File: config.mk
export PLATFORM = sky130hd
export DESIGN_NAME = bole_cell
export DESIGN_NICKNAME = d
export VERILOG_FILES = /design/src/sv/bole_pkg.sv /design/src/sv/bole_cell.sv
export SDC_FILE = /design/constraint.sdc
export NUM_CORES = 1
export LEC_CHECK = 0
export ABC_AREA = 1
export BUFFER_PORTS_ARGS = -buffer_cell sky130_fd_sc_hd__buf_2
export CORE_MARGIN = 5
export CORE_UTILIZATION = 37
export DETAILED_ROUTE_END_ITERATION = 12
export PLACE_DENSITY = 0.81
export SKIP_LAST_GASP = 1
export SYNTH_ARGS = -nofsm -noshare
export SYNTH_HDL_FRONTEND = slang
export SYNTH_SLANG_ARGS = --single-unit
File: constraint.sdc
create_clock -name i_clk -period 3 [get_ports i_clk]
set_input_delay 0.3 -clock i_clk [delete_from_list [all_inputs] [get_ports i_clk]]
set_output_delay 0.3 -clock i_clk [all_outputs]
set_load 0.02 [all_outputs]
File: src/sv/bole_pkg.sv
// Shared types and codes for the bounded ordered list engine.
`default_nettype none

package bole_pkg;

    // One stored list entry.
    typedef logic signed [31:0] t_word;

    // Operation codes carried in the request.
    typedef enum logic [2:0] {
        OP_INS_FRONT = 3'd0,
        OP_INS_END   = 3'd1,
        OP_INS_AT    = 3'd2,
        OP_REM_FRONT = 3'd3,
        OP_REM_END   = 3'd4,
        OP_REM_AT    = 3'd5
    } t_opcode;

    // Result status codes.
    typedef enum logic [1:0] {
        ST_OK    = 2'd0,
        ST_EMPTY = 2'd1,
        ST_FULL  = 2'd2,
        ST_RANGE = 2'd3
    } t_status;

    // Shift command broadcast to every cell of the row.
    typedef struct packed {
        logic ins;   // open a gap at the target index
        logic rem;   // close the gap at the target index
    } t_shift_ctl;

    // Field widths of the request and result, and the request tdata width.
    localparam int OPCODE_W = 3;
    localparam int VALUE_W  = 32;
    localparam int POS_W    = 6;
    localparam int STATUS_W = 2;
    localparam int IN_W     = 48;

endpackage

`default_nettype wire

File: src/sv/bole_cell.sv
// One list cell: holds one entry and shifts it to or from its neighbours.
`default_nettype none

module bole_cell #(
    parameter int IDX_W = 6,
    parameter int IDX   = 0
) (
    input  wire                     i_clk,
    input  wire bole_pkg::t_shift_ctl i_ctl,
    input  wire  [IDX_W-1:0]        i_at,
    input  wire bole_pkg::t_word    i_value_in,
    input  wire bole_pkg::t_word    i_left,
    input  wire bole_pkg::t_word    i_right,
    output bole_pkg::t_word         o_value,
    output bole_pkg::t_word         o_tap
);
    import bole_pkg::*;

    localparam logic [IDX_W-1:0] MY_IDX = IDX_W'(IDX);

    t_word r_value;
    t_word n_value;
    logic  w_hit;
    logic  w_after;

    assign w_hit   = (i_at == MY_IDX);
    assign w_after = (i_at < MY_IDX);

    // Choose between holding, loading the new value or taking a neighbour's entry.
    always_comb begin
        n_value = r_value;
        if (i_ctl.ins) begin
            if (w_hit) begin
                n_value = i_value_in;
            end else if (w_after) begin
                n_value = i_left;
            end
        end else if (i_ctl.rem) begin
            if (w_hit || w_after) begin
                n_value = i_right;
            end
        end
    end

    // Entry storage needs no reset: only entries below the count are ever read.
    always_ff @(posedge i_clk) begin
        r_value <= n_value;
    end

    assign o_value = r_value;
    // Contribute this entry to the removed-value OR only when it is the target.
    assign o_tap   = w_hit ? r_value : '0;

endmodule

`default_nettype wire

==> summary.md <==
| Metric | Value |
|---|---|
| GRT Resource Usage Total | `13.48%` |
| Met2 usage | `25.63%` |
| Slew headroom | `72.02%` |
| Htree depth | `2` |
| CP Launch Type | `input pin` |
| Grt peak-use layer | `met2` |
| First-pass GRT wire length | `6658 µm` |
| CP most frequent cell | `buf_2` |
| Via count | `1,660` |
| Worst setup startpoint | `i_at[3]` |
| Area Growth Syn to Fin | `45.28%` |
| Kind of critical path | `in2out` |
| Largest net degree at the start of global routing | `37` |
| CTS Buffer Depth | `2` |
| Max reg flops | `32` |
| Inserted Clock Buffers | `5` |
| Fmax | `688.3 MHz` |
| Critical path capture point type | `output pin` |
| Sequential cell area fraction in the yosys report | `53.67%` |
| DRT Wirelength | `4413 µm` |
| Initial DRT Pass Iterations | `4` |
| Num rows | `25` |
| Worst slew pin tran | `0.4197 ns` |
| CORE AREA | `4723 µm²` |
| Die height | `79.57 µm` |
| Syn Nets | `313` |
| Setup_tns | `0 ns` |
| Cell family with most CP delay | `buffers and inverters` |
| Final ANT Viol Nets | `0` |
| Worst Hold Slack | `0.3012 ns` |
| Final Cycle Share | `48.43%` |
| Met3 Use GR | `2.144%` |
| Global route overflow | `0` |
| Most frequent cells in the layout | `buf_2 (136), inv_1 (64), nand2_1 (32), o21ai_0 (32), edfxtp_1 (32)` |
| Number of distinct library cells after synthesis | `11` |
| Quantity of I/O buffers inserted on ports | `136` |
| Clk slew on worst S/H paths | `0.06 ns` |
| Share of cells above drive strength 1 | `51.59%` |
| P per Cell Area | `347.4 nW/µm²` |
| Post-route cell area | `2601 µm²` |
| Final Wtd Congestion | `0.7389` |
| Max Cap Viol | `0` |
| Slowest cell on the critical path | `buf_4` |
| Starting density of the core | `37.91%` |
| Leak | `0.001473 µW` |
| Placed Instance Area | `2525 µm²` |
| I/O pin count | `169` |
| CP bufs+invs | `3` |
| Min cycle time layout | `1.453 ns` |
| GR Util met1 | `13.93%` |
| Hold WC Path Type | `in2reg` |
| Number of global-route vias before repair | `1,531` |
| Vias/cell | `4.029` |
| Finish-stage setup viols | `0` |
| Status | `finished clean` |
| Crit-path max FO | `20` |
| Clk root buf | `clkbuf_8` |
| Worst Path Required | `2.70 ns` |
| Crit path DAT | `1.15 ns` |
| # clock sinks | `32` |
| Critical Path Max Stage Delay | `0.24 ns` |
| Stages on the worst setup path | `6` |
| Most common cell after layout, fill and taps aside | `buf_2` |
| Initial antenna violation count | `0` |
| Max-slew violations | `0` |
| Synth Cell Area | `1790 µm²` |
| Cell Chain, Critical Path | `buf_2 > nor2_1 > nand3_2 > buf_4 > nor2_2 > buf_2` |
| Synthesized instance count | `208` |
| Diode count | `0` |
| Wire per inst | `10.71 µm` |
| Yosys reg bits | `32` |
| Final hold vios | `0` |
| Syn. warnings | `0` |
| Post-CTS Repair Setup Buffers | `0` |
| Post-DP HPWL | `3626 µm` |
| Post-route DRC | `0` |
| Die Footprint | `6331 µm²` |
| Initial DRC count | `18` |
| Mean Syn Cell Area | `8.608 µm²` |
| Top cells by area, synth | `edfxtp_1 (54%), inv_1 (13%), nor2_2 (9.8%), o21ai_0 (8.9%), nand2_1 (6.7%)` |
| Worst setup endpoint | `o_tap[18]` |
| Total Nets Final | `450` |
| Share of the synthesized area in the top cell type | `53.67%` |
| Hold Crit Depth | `3` |
| Synth area leader | `edfxtp_1` |
| Hold buffer count at cts | `0` |
| Chip width | `79.57 µm` |
| RSZ-0062 raised after global routing | `false` |
| PostCTS Resize Cnt | `0` |
| Maximum VDD drop | `0.2525 mV` |
| CTS tree | `done` |
==> Yosys cell counts <==
cell	number
inv_1	64
edfxtp_1	32
nand2_1	32
o21ai_0	32
nor2_2	28
buf_2	6
nor2_1	6
buf_6	3
nor2_4	3
clkbuf_1	1
nand3_2	1
==> power breakdown <==
part | leakage (µW) | switching (µW) | total (µW) | internal, µW
Combinational | 0.00116 | 55.9 | 110 | 54.0
Clock | 0.0000391 | 139 | 292 | 153
Sequential | 0.000279 | 1.80 | 502 | 500
==> layout make-up <==
class | count | area [µm²]
timing repair buffer | 140 | 710.7
sequential | 32 | 960.9
tap | 67 | 83.83
multi-input combinational | 102 | 529.3
clock buffer | 5 | 68.82
clock inverter | 2 | 7.507
inverter | 64 | 240.2
fill | 456 | 2122
==> logic make-up after synthesis <==
group | count (synthesis) | synth area share [%]
buffers and inverters | 74 | 17.19
AND/OR/NAND/NOR | 70 | 20.20
flip-flops | 32 | 53.67
AO/OA/AOI/OAI | 32 | 8.945
==> routing by layer <==
metal | share of wire, % | vias up | wire [µm]
met2 | 54 | 66 | 2385
met1 | 37 | 699 | 1614
met5 | 0 | - | 0
li1 | - | 888 | -
met3 | 7.6 | 7 | 335
met4 | 1.7 | 0 | 77
==> worst min path at each step <==
stage                         startpoint           to  slack (ns)
final                     i_value_in[12]  o_value[12]        0.30
after global routing      i_value_in[12]  o_value[12]        0.30
after CTS                 i_value_in[12]  o_value[12]        0.29
after detailed placement  i_value_in[12]  o_value[12]        0.58
after global placement    i_value_in[27]  o_value[27]        0.58
after floorplan           i_value_in[27]  o_value[27]        0.49
==> worst min-delay path: cells and delay by family <==
kind	cells	cell delay (ns)
AND/OR/NAND/NOR	1	0.04
AO/OA/AOI/OAI	1	0.05
buffers and inverters	1	0.07
==> stage by stage <==
step	util (%)	worst slack [ns]	instances	power, µW
6_report	55.07	1.547	412	903.7
5_1_grt	55.07	1.462	412	949.4
4_1_cts	55.07	1.523	412	921.3
3_5_place_dp	53.46	1.295	405	623.5
3_3_place_gp	53.46	1.347	405	618.6
2_1_floorplan	-	0.6227	208	565.3
Power figures use the tool's default switching activity.
